[src/rtl/tgce_pkg.sv]
// ----------------------------------------------------------------------------
// tgce_pkg
// Shared types, constants and helpers of the text glyph color expander.
// ----------------------------------------------------------------------------
package tgce_pkg;

    // Fixed field widths
    localparam int CODE_IN_W   = 8;
    localparam int CELL_W      = 16;
    localparam int GROW_W      = 5;
    localparam int ADDR_OUT_W  = 20;
    localparam int DATA_OUT_W  = 32;
    localparam int CFG_DATA_W  = 11;
    localparam int CFG_INDEX_W = 2;

    // Glyph geometry and result limit
    localparam int GLYPH_WIDTH  = 8;
    localparam int GLYPH_SHIFT  = $clog2(GLYPH_WIDTH);
    localparam int RESULT_LIMIT = 64;

    // Row base arithmetic is kept modulo 2^22 (20 address bits plus byte offset)
    localparam int BASE_W = ADDR_OUT_W + 2;

    // Divider steps, one quotient bit per step
    localparam int DIV_STEPS = CELL_W;
    localparam int DIV_CNT_W = $clog2(DIV_STEPS);

    // Row and word counters
    localparam int ROW_W   = 5;
    localparam int ROWS_W  = 6;
    localparam int WORD_W  = 2;

    // Configuration register indexes
    localparam logic [CFG_INDEX_W-1:0] CFG_CHARS_PER_LINE = 2'd0;
    localparam logic [CFG_INDEX_W-1:0] CFG_SCREEN_WIDTH   = 2'd1;
    localparam logic [CFG_INDEX_W-1:0] CFG_FONT_HEIGHT    = 2'd2;
    localparam logic [CFG_INDEX_W-1:0] CFG_PIXEL_DEPTH    = 2'd3;

    // Opcodes
    localparam logic OP_GLYPH_WRITE = 1'b0;
    localparam logic OP_DRAW        = 1'b1;

    // Controller to datapath commands
    typedef struct packed {
        logic                glyph_write;
        logic                load;
        logic                div_step;
        logic                mul_line;
        logic                mul_base;
        logic                row_read;
        logic                emit;
        logic                emit_last;
        logic                row_adv;
        logic [ROW_W-1:0]    row;
        logic [WORD_W-1:0]   word;
    } tgce_cmd_t;

    // Datapath to controller status
    typedef struct packed {
        logic                slot_free;
        logic                deep;
        logic [ROWS_W-1:0]   rows;
    } tgce_sts_t;

    // Expand one word's share of a glyph row into an output word; leftmost pixel to lowest byte
    function automatic logic [DATA_OUT_W-1:0] tgce_expand(
        input logic [7:0]        bits,
        input logic [7:0]        attr,
        input logic [WORD_W-1:0] word,
        input logic              deep
    );
        logic [DATA_OUT_W-1:0] w;
        logic [2:0]            px;
        w  = '0;
        px = '0;
        for (int k = 0; k < 4; k++)
        begin
            if (deep)
            begin
                if (k < 2)
                begin
                    px = 3'(32'(word) * 2 + k);
                    if (bits[3'd7 - px])
                        w[16*k +: 8] = attr;
                end
            end
            else
            begin
                px = 3'(32'(word) * 4 + k);
                if (bits[3'd7 - px])
                    w[8*k +: 8] = attr;
            end
        end
        return w;
    endfunction

endpackage

[src/rtl/tgce_controller.sv]
// ----------------------------------------------------------------------------
// tgce_controller
// Sequences one item: glyph write, or divide, address setup and row/word
// emission for a draw.
// ----------------------------------------------------------------------------
module tgce_controller
    import tgce_pkg::*;
(
    input  logic      clk,
    input  logic      rst_n,
    input  logic      in_valid,
    input  logic      in_opcode,
    output logic      in_ready,
    input  tgce_sts_t sts,
    output tgce_cmd_t cmd
);

    localparam logic [2:0] S_IDLE = 3'd0;
    localparam logic [2:0] S_DIV  = 3'd1;
    localparam logic [2:0] S_MULL = 3'd2;
    localparam logic [2:0] S_MULB = 3'd3;
    localparam logic [2:0] S_READ = 3'd4;
    localparam logic [2:0] S_EMIT = 3'd5;

    logic [2:0]           state_reg, state_next;
    logic [ROW_W-1:0]     row_reg, row_next;
    logic [WORD_W-1:0]    word_reg, word_next;
    logic [DIV_CNT_W-1:0] div_cnt_reg, div_cnt_next;

    logic accept;
    logic last_word;
    logic last_row;

    assign in_ready  = (state_reg == S_IDLE);
    assign accept    = in_valid && in_ready;
    assign last_word = sts.deep ? (word_reg == 2'd3) : (word_reg == 2'd1);
    assign last_row  = (ROWS_W'(row_reg) + ROWS_W'(1)) == sts.rows;

    // Next state and commands
    always_comb
    begin
        state_next   = state_reg;
        row_next     = row_reg;
        word_next    = word_reg;
        div_cnt_next = div_cnt_reg;
        cmd          = '0;
        cmd.row      = row_reg;
        cmd.word     = word_reg;
        case (state_reg)
            S_IDLE:
            begin
                if (accept && in_opcode == OP_GLYPH_WRITE)
                    cmd.glyph_write = 1'b1;
                else if (accept && in_opcode == OP_DRAW && sts.rows != '0)
                begin
                    cmd.load     = 1'b1;
                    div_cnt_next = '0;
                    state_next   = S_DIV;
                end
            end
            S_DIV:
            begin
                cmd.div_step = 1'b1;
                div_cnt_next = div_cnt_reg + 1'b1;
                if (div_cnt_reg == DIV_CNT_W'(DIV_STEPS - 1))
                    state_next = S_MULL;
            end
            S_MULL:
            begin
                cmd.mul_line = 1'b1;
                state_next   = S_MULB;
            end
            S_MULB:
            begin
                cmd.mul_base = 1'b1;
                row_next     = '0;
                state_next   = S_READ;
            end
            S_READ:
            begin
                cmd.row_read = 1'b1;
                word_next    = '0;
                state_next   = S_EMIT;
            end
            S_EMIT:
            begin
                if (sts.slot_free)
                begin
                    cmd.emit      = 1'b1;
                    cmd.emit_last = last_word && last_row;
                    if (last_word)
                    begin
                        cmd.row_adv = 1'b1;
                        if (last_row)
                            state_next = S_IDLE;
                        else
                        begin
                            row_next   = row_reg + 1'b1;
                            state_next = S_READ;
                        end
                    end
                    else
                        word_next = word_reg + 1'b1;
                end
            end
            default:
                state_next = S_IDLE;
        endcase
    end

    // Advance state and counters
    always_ff @(posedge clk or negedge rst_n)
    begin
        if (!rst_n)
        begin
            state_reg   <= S_IDLE;
            row_reg     <= '0;
            word_reg    <= '0;
            div_cnt_reg <= '0;
        end
        else
        begin
            state_reg   <= state_next;
            row_reg     <= row_next;
            word_reg    <= word_next;
            div_cnt_reg <= div_cnt_next;
        end
    end

    // The divider runs its full count before the address multiply
    a_div_len: assert property (@(posedge clk) disable iff (!rst_n)
        state_reg == S_DIV && div_cnt_reg == DIV_CNT_W'(DIV_STEPS - 1)
        |=> state_reg == S_MULL)
        else $error("divider left early or late");

    // The last word of a cell returns the controller to idle
    a_last_idle: assert property (@(posedge clk) disable iff (!rst_n)
        cmd.emit_last |=> state_reg == S_IDLE)
        else $error("cell end without return to idle");

    // A word is emitted only when the output slot can take it
    a_emit_free: assert property (@(posedge clk) disable iff (!rst_n)
        cmd.emit |-> sts.slot_free && state_reg == S_EMIT)
        else $error("emit without free output slot");

endmodule

[config.mk]
export PLATFORM = sky130hd
export DESIGN_NAME = tgce_controller
export DESIGN_NICKNAME = d
export VERILOG_FILES = /design/src/rtl/tgce_pkg.sv /design/src/rtl/tgce_controller.sv
export SDC_FILE = /design/constraint.sdc
export NUM_CORES = 1
export LEC_CHECK = 0
export BUFFER_PORTS_ARGS = -buffer_cell sky130_fd_sc_hd__buf_2
export CAP_MARGIN = 10
export CORE_MARGIN = 2
export CORE_UTILIZATION = 35
export DETAILED_ROUTE_END_ITERATION = 6
export PLACE_DENSITY = 0.63
export SETUP_SLACK_MARGIN = 0.05
export SYNTH_ARGS = -nofsm -noshare
export SYNTH_HDL_FRONTEND = slang
export SYNTH_SLANG_ARGS = --single-unit
export TNS_END_PERCENT = 10
[constraint.sdc]
create_clock -name clk -period 5.68 [get_ports clk]
set_input_delay 1.704 -clock clk [delete_from_list [all_inputs] [get_ports clk]]
set_output_delay 1.704 -clock clk [all_outputs]
set_load 0.005 [all_outputs]
---- After elaboration in Yosys (flattened, before gate mapping) ----
Cells that the tools add are included.
operators by class
  reduce and logical (&&, ||, !) cells .... 14
  $add $sub $neg .......................... 4
  bitwise gates (word level) .............. 1
  mux-type cells .......................... 29
  eq/ne operators ......................... 16
operators by type and width
  operator             count
  $mux 3               8
  $pmux 3 s6           1
  $mux 5               3
  $ne 2x2->1 const B   6
  $pmux 5 s2           1
  $mux 1               9
  $mux 4               2
  $pmux 4 s2           1
  $add 5x1->6 const B  1
  $eq 3x2->1 const B   2
  $eq 3x3->1 const B   2
  $eq 6x6->1           1
  $mux 2               3
  $reduce_and 3->1     2
  $reduce_bool 2->1    3
  $reduce_bool 6->1    1
  $add 5x1->5 const B  1
  $logic_and 1x1->1    5
  $reduce_and 5->1     1
  $add 4x1->4 const B  1
  $eq 4x4->1 const B   1
  $pmux 2 s2           1
  $reduce_and 4->1     1
  $eq 3x1->1 const B   1
  6 further kinds      6
word-level totals
  register bits after elaboration ......... 14
  input port bits ......................... 12
  output and inout bits ................... 17

---- Depth between registers and ports, before layout ----
  depth in word-level cells ............... 7
  gate-level depth with buffers ........... 6
  depth with buffers taken out ............ 6

---- Worst setup path after synthesis ----
No wires, ideal clock.
  kind .................................... input-to-output
  start ................................... in sts[3] (netlist bit)
  end ..................................... out cmd[8] (netlist bit)
  cell stages on the path ................. 5
  required time ........................... 3976 ps
  data arrival time ....................... 2884 ps
  buffers on the path ..................... 0
  setup slack ............................. 1092 ps
  cells stage by stage .................... xor2_1 -> xnor2_1 -> or4_4 -> or2_4 -> nor2b_1
RTL lines
  item                line                   source
  start: declaration  tgce_controller.sv:14  input tgce_sts_t sts,
  end: declaration    tgce_controller.sv:15  output tgce_cmd_t cmd

==> results.json <==
{
  "outcome": "finished clean",
  "yosysTopAreaCellShare_pct": 37.2,
  "critPathMaxFanout": 6,
  "fmax_ghz": 0.207,
  "final_max_slew_viol_count": 0,
  "syn_to_final_growth_pct": 21.5,
  "cp-start-kind": "input port",
  "seq_area_frac_synth_pct": 37.2,
  "hold_path.class": "flip-flop to flip-flop",
  "synthesis.area_um2": 941,
  "die_x_um": 55.9,
  "wl_per_cell_um": 12.1,
  "cts.sinks": 14,
  "htreeDepth": 1,
  "ctsResizeCount": 0,
  "cp.depth": 7,
  "fin_skew_ps": 3.62,
  "largest_reg_flops": 5,
  "tns_ps": 0,
  "synth_top_area_cell": "dfrtp_1",
  "ant_nets": 0,
  "clk_pin_slew_ps": 90,
  "ys_seq_elements": 14,
  "ir_worst_vdd_mv": 0.263,
  "max_slew_margin_pct": 72.1,
  "io_buffers": 28,
  "setup_viol": 0,
  "die_area_mm2": 0.00312,
  "start_util_pct": 37.3,
  "whs_path_depth": 1,
  "nets": 155,
  "final.period_utilization_pct": 84.9,
  "syn_nets": 125,
  "avgSynthCellArea_um2": 8.48,
  "seqCellArea_um2": 350,
  "powerDensity_mw_per_mm2": 423,
  "max_stage_delay_ps": 550,
  "reg2reg_depth": 6,
  "grt_pass1_vias": 853,
  "crit_arrival_ps": 3120,
  "crit_type": "input port to output pin",
  "vias": 898,
  "synth_edf_count": 0,
  "period_needed_ps": 4820,
  "antenna_found_initial": 0,
  "dp.cells": 166,
  "critPathRequiredTime_ps": 3980,
  "fillers": 261,
  "crit_slowest_cell": "or4_4",
  "dp_slack_ps": 859,
  "cp-end-kind": "output pin",
  "ys.flop_type": "dfrtp_1",
  "tightest_slew_ps": 417,
  "wirelength_um": 2050,
  "grtUsageTotal_pct": 14.9,
  "via_per_inst": 5.28,
  "rows": 18,
  "drt_iter0_drc": 19,
  "crit_family": "simple AND/OR/NAND/NOR gates",
  "hold_buffers": 0,
  "antennaDiodeCount": 0,
  "die-height_um": 55.9,
  "routabilityCongestion": 0.741,
  "drive_gt1_share_pct": 27.1,
  "finalHoldViolCount": 0,
  "drcViolationCount": 0,
  "yosysWarnings": 0,
  "crit_top_cell": "buf_2",
  "dr.pass1.iters": 4,
  "synth_common_cells": "dfrtp_1, nand2_1, nor2_1, o21ai_0, nand3_1",
  "clk_path_buf_depth": 2,
  "critPathBufInv": 2,
  "p_leak_nw": 0.559,
  "fin_cells": 170,
  "post-dp-hpwl_um": 1590,
  "cts_root_buf": "clkbuf_4",
  "grt_pass1_wl_um": 3780,
  "rsz0062_at_grt": "no",
  "synth.distinct_cells": 31,
  "overflow": 0,
  "cts_setup_buffers": 0,
  "yosysMostFrequentCell": "dfrtp_1",
  "grt_max_degree": 15,
  "async_flop_share_pct": 100,
  "synthCells": 111,
  "crit_path_cell_trace": "buf_2 -> xor2_1 -> xnor2_1 -> or4_4 -> or2_4 -> nor2b_1 -> buf_2",
  "clkLatencyLatePin_ps": 290,
  "cts_tree": "built",
  "setup_ws_ps": 860,
  "synth_area_leaders": "dfrtp_1, o21ai_0, nand2_1",
  "multi_input_area_um2": 568,
  "ios": 29,
  "cts_buffers": 3,
  "drv_cap": 0,
  "coreArea_mm2": 0.00252
}
cell families (layout without fill, tap and decap cells):
group	after synthesis	count (layout)	share of synthesized area, %
compound gates	26	26	18.0
xor+xnor	10	10	9.31
fa+ha+maj	2	2	2.66
buf+inv	6	35	2.39
flops	14	14	37.2
mux	4	4	4.39
simple gates	49	49	26.1
through the flow:
step	utilization, %	hold WS, ps	power, mW	instance area (µm²)
2_1_floorplan	-	473	0.342	941
3_3_place_gp	43.9	508	0.407	1110
3_5_place_dp	43.9	509	0.414	1110
4_1_cts	45.3	525	0.490	1140
5_1_grt	45.3	563	0.538	1140
6_report	45.3	525	0.484	1140
worst paths after layout:
| kind | start | to | slack (ps) |
|---|---|---|---|
| max | sts[3] | cmd[8] | 860 |
| min | div_cnt_reg[2] | div_cnt_reg[2] | 530 |
| max reg2reg | row_reg[0] | state_reg[2] | 3530 |
| min reg2reg | div_cnt_reg[2] | div_cnt_reg[2] | 530 |
| max in group asynchronous | rst_n | div_cnt_reg[0] | 4150 |
| min in group asynchronous | rst_n | row_reg[2] | 1290 |
area by class of cell:
type	instances	share of cell area, %
multi-input combinational	91	49.7
timing repair buffer	28	12.3
sequential	14	30.6
tap	30	3.28
inverter	3	0.985
clock buffer	4	3.17
per-layer routing:
layer  GRT usage (%)  wire, µm  vias to the layer above
li1                -         -                      455
met1            19.2       959                      423
met2            23.8       972                       18
met3            5.35       108                        2
met4            4.08         8                        0
met5               0         0                        -
layout by cell type, fill, tap and decap left out:
| cell | n |
|---|---|
| xnor2_1 | 5 |
| nor4_1 | 3 |
| o211ai_2 | 1 |
| nor2b_1 | 1 |
| a22o_1 | 3 |
| a2bb2oi_1 | 1 |
| nor2_1 | 12 |
| or4_4 | 1 |
| o311a_1 | 1 |
| nor3_2 | 1 |
| o21ai_0 | 12 |
| ha_1 | 2 |
| mux2i_1 | 3 |
| buf_2 | 28 |
| xor2_1 | 5 |
| clkbuf_8 | 1 |
| nand2b_1 | 3 |
| o21ai_1 | 1 |
| dfrtp_1 | 14 |
| nor3_1 | 2 |
| or4_1 | 1 |
| nand3_1 | 7 |
| or2_4 | 1 |
| o221ai_1 | 1 |
| and2_1 | 3 |
| a21oi_1 | 3 |
| or2_2 | 1 |
| mux2_2 | 1 |
| a21o_1 | 1 |
| o211ai_1 | 2 |
| nand2_1 | 13 |
| inv_1 | 3 |
| clkbuf_4 | 3 |
power breakdown:
part | switching, mW | internal (mW)
combinational | 0.111 | 0.108
clock | 0.0350 | 0.0390
sequential | 0.0533 | 0.137
No activity file was read; power rests on OpenSTA's default activity.
